### src/rtl/core/tlbd_pkg.sv
// shared constants, codes and control types of the two-locus birth-death step
`timescale 1ns / 1ps
package tlbd_pkg;

   localparam int COUNT_W   = 16;
   localparam int FRAC_W    = 16;
   localparam int RATE_W    = 24;
   localparam int RECOMB_W  = 16;
   localparam int DRAW_W    = 32;
   localparam int CSR_IDX_W = 3;
   localparam int CSR_DATA_W = 64;
   localparam int FREQ_W    = FRAC_W + 1;
   localparam int TOTAL_W   = COUNT_W + 2;
   localparam int PB_W      = FRAC_W + 4;
   localparam int SB_W      = FREQ_W + RATE_W + 1 - FRAC_W + 1;
   localparam int WEIGHT_W  = SB_W + PB_W;
   localparam int WSUM_W    = WEIGHT_W + 3;
   localparam int NUM_EVENTS = 8;
   localparam int EV_IDX_W  = 3;
   localparam int EVENT_W   = 4;
   localparam int DIV_STEPS = FREQ_W;
   localparam int DIV_CNT_W = 5;

   localparam logic [EVENT_W-1:0] EVENT_NONE = 4'd8;

   localparam logic [CSR_IDX_W-1:0] CSR_BIRTH_BIG_A   = 3'd0;
   localparam logic [CSR_IDX_W-1:0] CSR_BIRTH_SMALL_A = 3'd1;
   localparam logic [CSR_IDX_W-1:0] CSR_DEATH_BIG_A   = 3'd2;
   localparam logic [CSR_IDX_W-1:0] CSR_DEATH_SMALL_A = 3'd3;
   localparam logic [CSR_IDX_W-1:0] CSR_RECOMB        = 3'd4;
   localparam logic [CSR_IDX_W-1:0] CSR_INIT_COUNTS   = 3'd5;

   localparam logic [RATE_W-1:0] RATE_RESET = 24'd65536;

   typedef enum logic [3:0] {
      OP_IDLE,
      OP_LOAD,
      OP_MUL1,
      OP_MUL2,
      OP_MUL3,
      OP_MUL4,
      OP_MUL5,
      OP_SUM,
      OP_THR1,
      OP_THR2,
      OP_SCAN,
      OP_FINISH
   } op_type;

   typedef struct packed {
      op_type                op;
      logic [EV_IDX_W-1:0]   idx;
   } dp_cmd_type;

   typedef struct packed {
      logic counts_empty;
      logic div_done;
   } dp_status_type;

endpackage

### src/rtl/core/tlbd_ctrl.sv
// controller: sequences one step through divide, multiply, sum, threshold and scan, or straight to done
`timescale 1ns / 1ps
module tlbd_ctrl
   import tlbd_pkg::*;
(
   input  logic          clock,
   input  logic          reset,
   input  logic          req_valid,
   output logic          req_ready,
   input  logic          req_start_replicate,
   output logic          rsp_valid,
   input  logic          rsp_ready,
   output dp_cmd_type    cmd,
   input  dp_status_type status
);

   typedef enum logic [3:0] {
      S_IDLE,
      S_DIV,
      S_MUL1,
      S_MUL2,
      S_MUL3,
      S_MUL4,
      S_MUL5,
      S_SUM,
      S_THR1,
      S_THR2,
      S_SCAN,
      S_DONE
   } state_type;

   state_type           state_ff;
   logic [EV_IDX_W-1:0] idx_ff;
   logic                rsp_valid_ff;
   logic                out_free;

   assign out_free  = !rsp_valid_ff || rsp_ready;
   assign req_ready = (state_ff == S_IDLE);
   assign rsp_valid = rsp_valid_ff;

   // command decode
   always_comb begin
      cmd.idx = idx_ff;
      case (state_ff)
         S_IDLE:  cmd.op = req_valid ? OP_LOAD : OP_IDLE;
         S_MUL1:  cmd.op = OP_MUL1;
         S_MUL2:  cmd.op = OP_MUL2;
         S_MUL3:  cmd.op = OP_MUL3;
         S_MUL4:  cmd.op = OP_MUL4;
         S_MUL5:  cmd.op = OP_MUL5;
         S_SUM:   cmd.op = OP_SUM;
         S_THR1:  cmd.op = OP_THR1;
         S_THR2:  cmd.op = OP_THR2;
         S_SCAN:  cmd.op = OP_SCAN;
         S_DONE:  cmd.op = out_free ? OP_FINISH : OP_IDLE;
         default: cmd.op = OP_IDLE;
      endcase
   end

   // state and registered outputs
   always_ff @(posedge clock) begin
      if (reset) begin
         state_ff     <= S_IDLE;
         idx_ff       <= '0;
         rsp_valid_ff <= 1'b0;
      end else begin
         // in the done state a taken beat is replaced by the new one
         if (rsp_valid_ff && rsp_ready && state_ff != S_DONE) begin
            rsp_valid_ff <= 1'b0;
         end
         case (state_ff)
            S_IDLE: begin
               if (req_valid) begin
                  state_ff <= (req_start_replicate || status.counts_empty) ? S_DONE : S_DIV;
               end
            end
            S_DIV: begin
               if (status.div_done) state_ff <= S_MUL1;
            end
            S_MUL1: state_ff <= S_MUL2;
            S_MUL2: state_ff <= S_MUL3;
            S_MUL3: state_ff <= S_MUL4;
            S_MUL4: state_ff <= S_MUL5;
            S_MUL5: begin
               state_ff <= S_SUM;
               idx_ff   <= '0;
            end
            S_SUM: begin
               idx_ff <= idx_ff + 1'b1;
               if (idx_ff == EV_IDX_W'(NUM_EVENTS - 1)) state_ff <= S_THR1;
            end
            S_THR1: state_ff <= S_THR2;
            S_THR2: begin
               state_ff <= S_SCAN;
               idx_ff   <= '0;
            end
            S_SCAN: begin
               idx_ff <= idx_ff + 1'b1;
               if (idx_ff == EV_IDX_W'(NUM_EVENTS - 1)) state_ff <= S_DONE;
            end
            S_DONE: begin
               if (out_free) begin
                  rsp_valid_ff <= 1'b1;
                  state_ff     <= S_IDLE;
               end
            end
            default: state_ff <= S_IDLE;
         endcase
      end
   end

endmodule
### config.mk
export PLATFORM = sky130hd
export DESIGN_NAME = tlbd_ctrl
export DESIGN_NICKNAME = d
export VERILOG_FILES = /design/src/rtl/core/tlbd_pkg.sv /design/src/rtl/core/tlbd_ctrl.sv
export SDC_FILE = /design/constraint.sdc
export NUM_CORES = 1
export LEC_CHECK = 0
export CAP_MARGIN = 10
export CORE_AREA = 2 2 39 41
export CTS_CLUSTER_DIAMETER = 200
export DETAILED_ROUTE_END_ITERATION = 16
export DIE_AREA = 0 0 41 43
export DONT_BUFFER_PORTS = 1
export SYNTH_ARGS = -nofsm -noshare
export SYNTH_HDL_FRONTEND = slang
export SYNTH_SLANG_ARGS = --single-unit
### constraint.sdc
create_clock -name clock -period 1.8 [get_ports clock]
set_input_delay 0.36 -clock clock [delete_from_list [all_inputs] [get_ports clock]]
set_output_delay 0.36 -clock clock [all_outputs]
set_load 0.005 [all_outputs]
==> qor.yml, run 1 <==
global_route:
  grt_max_degree: 21
  grt.busiest_layer: "met2"
  antenna_found_initial: 0
  track_usage_pct: 19.2
  use_met1_pct: 23.3
  grt_pass1_wl_mm: 2.31
  use_met3_pct: 8.38
  grt_overflow: 0
  grt_pass1_vias: 527
  use_met2_pct: 29.1
timing:
  rsz0062_at_grt: "false"
  layout_setup_ws_ns: 0.0759
  fin_tns_setup_ns: 0
  slew_headroom_pct: 70.5
  finalCritPeriodShare_pct: 95.8
  timing.fmax_ghz: 0.580
  fin_crit_ns: 1.72
  slew_viol_final: 0
  setup_viol: 0
  worst_pin_slew_ns: 0.442
  worst_clock_skew_ns: 0.00572
  timing.hold.ws_ns: 0.167
  finalHoldViolCount: 0
detailed_routing:
  routedWlPerCell_microns: 15.7
  dr.pass1.iters: 4
  viasPerCell: 6.43
  vias: 585
  final_antenna_net_count: 0
  drc_errors: 0
  routed_wirelength_mm: 1.43
  drt_iter0_markers: 25
floorplan:
  start_util_pct: 47.1
  dieArea_sq_um: 1760
  io_pins: 16
  die_x_microns: 41
  rows: 14
  fp.dieH_microns: 43
  coreArea_sq_um: 1380
synthesis:
  yosys_warnings: 0
  syn-num-nets: 86
  post_synth_num_cell_types: 38
  ys_ff_latch: 8
  ys_seq_area_share_pct: 24.6
  syn_inst: 77
  netlist_area_sq_um: 652
  synth.avg_cell_area_sq_um: 8.47
critical_path:
  cp-start-kind: "flop"
  required_ns: 1.44
  worst_ep_arrival_time_ns: 1.36
  critPathMaxFanout: 11
  path_class: "flop to primary output"
  end_kind: "primary output"
clock_tree:
  cts_setup_buffers: 0
  cts_sinks: 8
  numCtsBuffers: 3
  ctsHtreeMaxLevel: 1
  worstSkewPairLatency_ns: 0.25
  cts-root-buf: "clkbuf_4"
  cts_hold_buf: 0
  clk_path_buf_depth: 2
  cts_tree: "built"
  cts.clk_slew.worst_paths_ns: 0.05
place:
  place.gp.congestion: 0.742
  pre_cts_ws_ns: 0.198
  placedCellCount: 88
  numPortBuffers: 0
  place.detailed.hpwl_mm: 1.03
power:
  p_sw_uw: 403
  power_frac_comb_pct: 51.3
  p_clk_share_pct: 13.9
  p_int_uw: 551
  p_per_area_nw_per_um2: 1400
  swShare_pct: 42.2
  ir_worst_vdd_v: 0.000531
  pwr-share-seq_pct: 34.8
  leakage_uw: 0.000282
cells_and_area:
  area_growth_syn_to_layout_pct: 4.61
  final.fill_count: 147
  final_layout_size_suffix_gt1_share_pct: 24.0
  seqCellArea_sq_um: 161
  fin_cells: 91
  n_antenna_cell: 0
  multi_input_area_sq_um: 448
  fin_nets: 86
  final_util_pct: 49.3
min_path:
  min_path_type: "input port to flop"
outcome:
  status: "complete, no violations"
flow_run:
  cap_violations: 0
-- area by class of cell --
| cell class | instances | share of cell area (%) |
|---|---|---|
| Timing Repair Buffer | 4 | 4.40 |
| Sequential cell | 8 | 23.7 |
| Clock buffer | 3 | 3.30 |
| Multi-Input combinational cell | 60 | 65.7 |
| Tap cell | 16 | 2.94 |
-- flip-flops by register name, indices dropped and copies added (netlist names) --
register,cells
rsp_valid,1
state_ff,4
idx_ff,3
-- cells in the mapped netlist --
| master | count | share of area (%) |
|---|---|---|
| nor2b_1 | 2 | 1.9 |
| a21boi_0 | 1 | 1.2 |
| and3b_2 | 1 | 1.5 |
| nand2_2 | 1 | 0.96 |
| a211oi_1 | 1 | 1.2 |
| mux2i_1 | 2 | 3.1 |
| ha_1 | 2 | 3.8 |
| and2b_2 | 1 | 1.3 |
| nor2_1 | 8 | 4.6 |
| nand4b_1 | 1 | 1.3 |
| nand2b_1 | 3 | 2.9 |
| nor4_1 | 2 | 1.9 |
| buf_2 | 4 | 3.1 |
| buf_1 | 2 | 1.2 |
| a21o_1 | 2 | 2.3 |
| a21oi_1 | 4 | 3.1 |
| clkbuf_1 | 1 | 0.58 |
| or3_4 | 1 | 1.7 |
| nor3b_2 | 1 | 1.9 |
| dfxtp_1 | 8 | 25 |
| a311oi_2 | 1 | 2.3 |
| or2_1 | 1 | 0.96 |
| buf_6 | 1 | 1.7 |
| o21ai_0 | 3 | 2.3 |
| or2b_1 | 1 | 1.2 |
| buf_4 | 1 | 1.2 |
| nor3_1 | 1 | 0.77 |
| and2_1 | 2 | 1.9 |
| nand2_1 | 1 | 0.58 |
| mux2_2 | 3 | 5.2 |
| o22a_1 | 1 | 1.3 |
| a211o_1 | 1 | 1.3 |
| a222oi_1 | 3 | 4.6 |
| a22o_1 | 4 | 5.4 |
| and3b_1 | 1 | 1.3 |
| a32o_1 | 1 | 1.5 |
| nand3_1 | 2 | 1.5 |
| o21ai_1 | 1 | 0.77 |
-- power groups by stage --
stage	clock network, uW	logic (uW)	registers [uW]
2_1_floorplan	0	489	241
3_3_place_gp	0	475	322
4_1_cts	140	484	325
6_report	133	489	332
3_5_place_dp	0	481	327
5_1_grt	151	546	343
-- kinds of logic (layout without fill, tap and decap cells) --
| kind of cell | Yosys count | count (layout) | share of synthesized area [%] |
|---|---|---|---|
| compound gates | 23 | 23 | 27.3 |
| fa+ha+maj | 2 | 2 | 3.84 |
| buf+inv | 9 | 7 | 7.68 |
| flops | 8 | 8 | 24.6 |
| mux | 5 | 5 | 8.25 |
| simple gates | 30 | 30 | 28.4 |
-- through the flow --
step / power, uW / area [sq um]
2_1_floorplan: 731 / 652
3_3_place_gp: 797 / 652
3_5_place_dp: 808 / 652
4_1_cts: 948 / 676
5_1_grt: 1040 / 682
6_report: 954 / 682
-- final timing paths --
check / from / to / slack (ns) / cells past startpoint
worst max-delay path: state_ff[3] / cmd[3] / 0.08 / 2
worst min-delay path: reset / state_ff[3] / 0.17 / 1
worst max register to register: state_ff[3] / idx_ff[2] / 0.23 / 5
worst min register to register: rsp_valid / rsp_valid / 0.52 / 2
-- per-layer routing --
metal / routed length (microns) / vias up / share of wire (%)
met5: 0 / - / 0
met2: 696 / 15 / 49
li1: - / 287 / -
met4: 24 / 0 / 1.7
met1: 620 / 281 / 43
met3: 90 / 2 / 6.3
-- timing repair --
item / CTS / global route
gates cloned: 0 / 0
pin swaps: 0 / 0
resized for setup: 1 / 1
setup endpoints to repair: 1 / 1
-- placed cells by master (no fill, tap or decap), drive strengths merged, types with 2 or more instances in the layout --
cell and instances:
clkbuf 3, nand2 2, nor2b 2, nand2b 3, nor4 2, o21ai 4
a21o 2, mux2 3, dfxtp 8, buf 4, a22o 4, mux2i 2
nand3 2, nor2 8, a21oi 4, and3b 2, and2 2, ha 2
a222oi 3
-- critical path: stages, from the launching register on --
cell and delay (ns):
dfxtp_1 0.40, or3_4 0.43, a32o_1 0.28
Note: power is estimated with default switching activity, not from simulation.
==> run 2: changes to the inputs <==
Settings changed: CORE_AREA 2 2 39 41 to not set, CORE_MARGIN set to 2, CORE_UTILIZATION set to 30, DIE_AREA 0 0 41 43 to not set, HOLD_SLACK_MARGIN set to 0.08.
==> qor.yml, run 2 (synthesis results as in run 1) <==
outcome:
  status: "complete, no violations"
critical_path:
  cp-start-kind: "flop"
  timing.rr.end: "state_ff[3]"
  worst_ep_arrival_time_ns: 1.36
  rrSetupSlack_ns: 0.21
  critPathMaxFanout: 11
  end_kind: "primary output"
  reg2reg_depth: 4
  required_ns: 1.44
  path_class: "flop to primary output"
  r2r-start: "state_ff[3]"
cells_and_area:
  top_register: "state_ff"
  fin_nets: 84
  n_antenna_cell: 0
  final_layout_size_suffix_gt1_share_pct: 23.3
  largest_reg_flops: 4
  layout_common_cells: "nor2_1, dfxtp_1, a21oi_1, a22o_1"
  area_growth_syn_to_layout_pct: 4.61
  final_util_pct: 34.1
  fin_cells: 100
  design_area_sq_um: 682
  layout_commonest_cell: "nor2_1"
clock_tree:
  ctsHtreeMaxLevel: 1
  cts-root-buf: "clkbuf_4"
  cts_setup_buffers: 0
  cts_sinks: 8
  numCtsBuffers: 3
  worstSkewPairLatency_ns: 0.25
  cts_tree: "built"
  cts.clk_slew.worst_paths_ns: 0.05
  clk_path_buf_depth: 2
detailed_routing:
  dr.pass1.iters: 4
  drc_errors: 0
  drt_iter0_markers: 15
  final_antenna_net_count: 0
  routed_wirelength_mm: 1.36
  routedWlPerCell_microns: 13.6
  vias: 560
  viasPerCell: 5.60
power:
  p_sw_uw: 395
  power_frac_comb_pct: 48.1
  swShare_pct: 42.5
  ir_worst_vdd_v: 0.000669
  p_int_uw: 535
  pwr-share-seq_pct: 37.4
  p_per_area_nw_per_um2: 1360
  p_clk_share_pct: 14.5
  leakage_uw: 0.000272
place:
  placedCellCount: 97
  numPortBuffers: 0
  placed_area_sq_um: 651
  place.gp.congestion: 0.762
  place.detailed.hpwl_microns: 966
timing:
  finalHoldViolCount: 0
  fin_crit_ns: 1.72
  fin_tns_setup_ns: 0
  setup_viol: 0
  rsz0062_at_grt: "false"
  slew_viol_final: 0
  finalCritPeriodShare_pct: 95.7
  slew_headroom_pct: 70.7
  timing.fmax_ghz: 0.580
  worst_clock_skew_ns: 0.00248
  worst_pin_slew_ns: 0.439
floorplan:
  coreArea_sq_um: 2000
  fp.dieH_microns: 50.6
  dieArea_sq_um: 2560
  die_x_microns: 50.6
  start_util_pct: 32.6
  io_pins: 16
  rows: 16
min_path:
  min_delay_worst_endpoint: "state_ff[3]"
  hold_depth: 1
  min_path_type: "input port to flop"
  hp-start: "reset"
flow_run:
  cap_violations: 0
global_route:
  grt_overflow: 0
  grt_max_degree: 21
  antenna_found_initial: 0
  grt_pass1_wl_mm: 2.18
  track_usage_pct: 11.2
  grt_pass1_vias: 501
==> run 2: cell count changes in the layout (fill, tap and decap cells not counted), sizes merged <==
cell / change
buf: -2
==> run 2: final cells by class <==
type,instances,area (sq um)
Fill cell,234,1320
Multi-Input combinational cell,60,448
Sequential cell,8,163
Tap cell,27,33.8
Clock buffer,3,22.5
Timing Repair Buffer,2,15.0
==> run 2: through the flow <==
stage	power [uW]	hold slack (ns)	worst slack (ns)
global placement	768	0.430	0.211
CTS	937	0.161	0.0759
global route	1020	0.154	0.000729
detailed placement	781	0.431	0.164
finish	930	0.169	0.0771
floorplan	731	0.495	0.294
==> run 2: repair_timing <==
action                                  4_1_cts  5_1_grt
gates resized for setup                       2        1
pin swaps                                     0        0
gates cloned                                  0        0
hold buffers                                  0        0
endpoints found under the setup margin        1        1
==> run 2: power groups by stage <==
stage	Clock (uW)	Combinational, uW	Sequential, uW
finish	135	447	348
global route	158	494	366
CTS	146	448	343
detailed placement	0	441	340
global placement	0	432	336
floorplan	0	489	241
==> run 2: worst max path at each step <==
| stage | start | to | slack, ns |
|---|---|---|---|
| 2_1_floorplan | state_ff[3] | cmd[3] | 0.29 |
| 3_3_place_gp | state_ff[2] | idx_ff[0] | 0.21 |
| 3_5_place_dp | state_ff[0] | idx_ff[0] | 0.16 |
| 4_1_cts | state_ff[3] | cmd[3] | 0.08 |
| 5_1_grt | rsp_valid | cmd[3] | 0.0007 |
| 6_report | state_ff[3] | cmd[3] | 0.08 |
==> run 2: critical path, stage by stage, from the launching register on <==
cell	delay [ns]
dfxtp_1	0.40
or3_4	0.43
a32o_1	0.28
==> run 2: routing by layer <==
layer  up-vias  GRT usage [%]  wire length [microns]
li1        279              -                      -
met1       261           13.5                    628
met2        20           18.4                    618
met3         0           6.25                    116
met4         0              0                      0
met5         -              0                      0
==> run 3: changes to the inputs <==
Settings changed: BUFFER_PORTS_ARGS set to -buffer_cell sky130_fd_sc_hd__buf_2, CORE_ASPECT_RATIO set to 1.75, CORE_UTILIZATION 30 to 28, DONT_BUFFER_PORTS 1 to not set.
==> qor.yml, run 3 (synthesis results as in run 1) <==
clock_tree:
  worstSkewPairLatency_ns: 0.23
  cts_hold_buf: 0
  cts_sinks: 8
  cts_tree: "built"
  cts.clk_slew.worst_paths_ns: 0.04
  cts-resized-gates: 2
  cts_setup_buffers: 0
  ctsHtreeMaxLevel: 1
  clk_path_buf_depth: 2
  numCtsBuffers: 3
  cts-root-buf: "clkbuf_8"
floorplan:
  rows: 23
  dieArea_sq_um: 2750
  fp.dieH_microns: 67.8
  coreArea_sq_um: 2240
  start_util_pct: 29.0
  die_x_microns: 40.5
  io_pins: 16
timing:
  layout_setup_ws_ns: 0.0525
  worst_clock_skew_ns: 0.00169
  finalHoldViolCount: 0
  slew_headroom_pct: 78.5
  slew_viol_final: 0
  timing.hold.ws_ns: 0.427
  worst_pin_slew_ns: 0.320
  fin_tns_setup_ns: 0
  setup_viol: 0
  finalCritPeriodShare_pct: 97.1
  fin_crit_ns: 1.75
  rsz0062_at_grt: "false"
  timing.fmax_ghz: 0.572
cells_and_area:
  top_register: "state_ff"
  n_antenna_cell: 0
  layout_common_cells: "buf_2, nor2_1"
  area_growth_syn_to_layout_pct: 20.3
  final_layout_size_suffix_gt1_share_pct: 38.9
  largest_reg_flops: 4
  layout_commonest_cell: "buf_2"
  fin_cells: 115
  fin_nets: 101
critical_path:
  crit_path_top_delay_cell: "or3_4"
  reg2reg_depth: 5
  path_class: "flop to primary output"
  required_ns: 1.44
  cp-start-kind: "flop"
  worst_ep_arrival_time_ns: 1.39
  critPathMaxFanout: 15
  cpPeakStageDelay_ns: 0.40
  end_kind: "primary output"
  critical_path.cell_chain: "or3_4 -> a32o_1 -> buf_2"
  rrSetupSlack_ns: 0.31
power:
  ir_worst_vdd_v: 0.000402
  leakage_uw: 0.000360
  power.total_uw: 1080
  p_per_area_nw_per_um2: 1380
detailed_routing:
  final_antenna_net_count: 0
  drc_errors: 0
  routedWlPerCell_microns: 13.6
  viasPerCell: 5.46
  routed_wirelength_mm: 1.56
  vias: 628
  drt_iter0_markers: 15
  dr.pass1.iters: 6
place:
  place.detailed.hpwl_mm: 1.15
  place.gp.congestion: 0.759
  placedCellCount: 112
  numPortBuffers: 15
  pre_cts_ws_ns: 0.135
outcome:
  status: "complete, no violations"
flow_run:
  cap_violations: 0
global_route:
  track_usage_pct: 13.5
  antenna_found_initial: 0
  grt_overflow: 0
  grt_pass1_vias: 566
  grt_max_degree: 16
  grt_pass1_wl_mm: 2.57
min_path:
  min_path_type: "input port to flop"
  hold_depth: 2
[run 3: changes by cell type in the layout (fill, tap and decap cells not counted)]
cell | previous run | this run
clkbuf_4 | 3 | 0
buf_4 | 2 | 4
dfxtp_1 | 6 | 4
nor4_1 | 1 | 2
dfxtp_2 | 2 | 4
clkbuf_8 | 0 | 3
buf_2 | 0 | 15
nor4_2 | 1 | 0
[run 3: final timing paths]
kind                 end   startpoint
max               cmd[3]  state_ff[3]
min          state_ff[3]        reset
max reg2reg    idx_ff[2]    idx_ff[0]
min reg2reg    rsp_valid    rsp_valid
[run 3: routing by layer]
layer	share of wire (%)	GRT usage, %	routed length, microns
met1	39	15.3	615
met2	54	22.6	844
met3	4.4	2.92	68
met4	2.0	6.25	31
met5	0	0	0
[run 3: per-stage QoR]
step	instance area [sq um]	utilization (%)
2_1_floorplan	652	-
3_3_place_gp	738	32.9
3_5_place_dp	738	32.9
4_1_cts	782	34.8
5_1_grt	785	34.9
6_report	785	34.9
[run 3: worst max-delay path: cells and delay by family (launching register included)]
kind            cells  cell delay [ns]
simple gates        1             0.40
flops               1             0.38
compound gates      1             0.26
buf+inv             1             0.12
[run 3: cell type report]
cell class	count	area (sq um)
Timing Repair Buffer	19	105
Multi-Input combinational cell	60	442
Tap cell	25	31.3
Fill cell	255	1460
Clock buffer	3	41.3
Sequential cell	8	165
[run 3: where the power goes]
group          internal, uW  leakage (uW)  total (uW)  switching (uW)
Sequential              227     0.0000666         352             125
Clock                   145     0.0000216         218            72.9
Combinational           282      0.000271         509             227
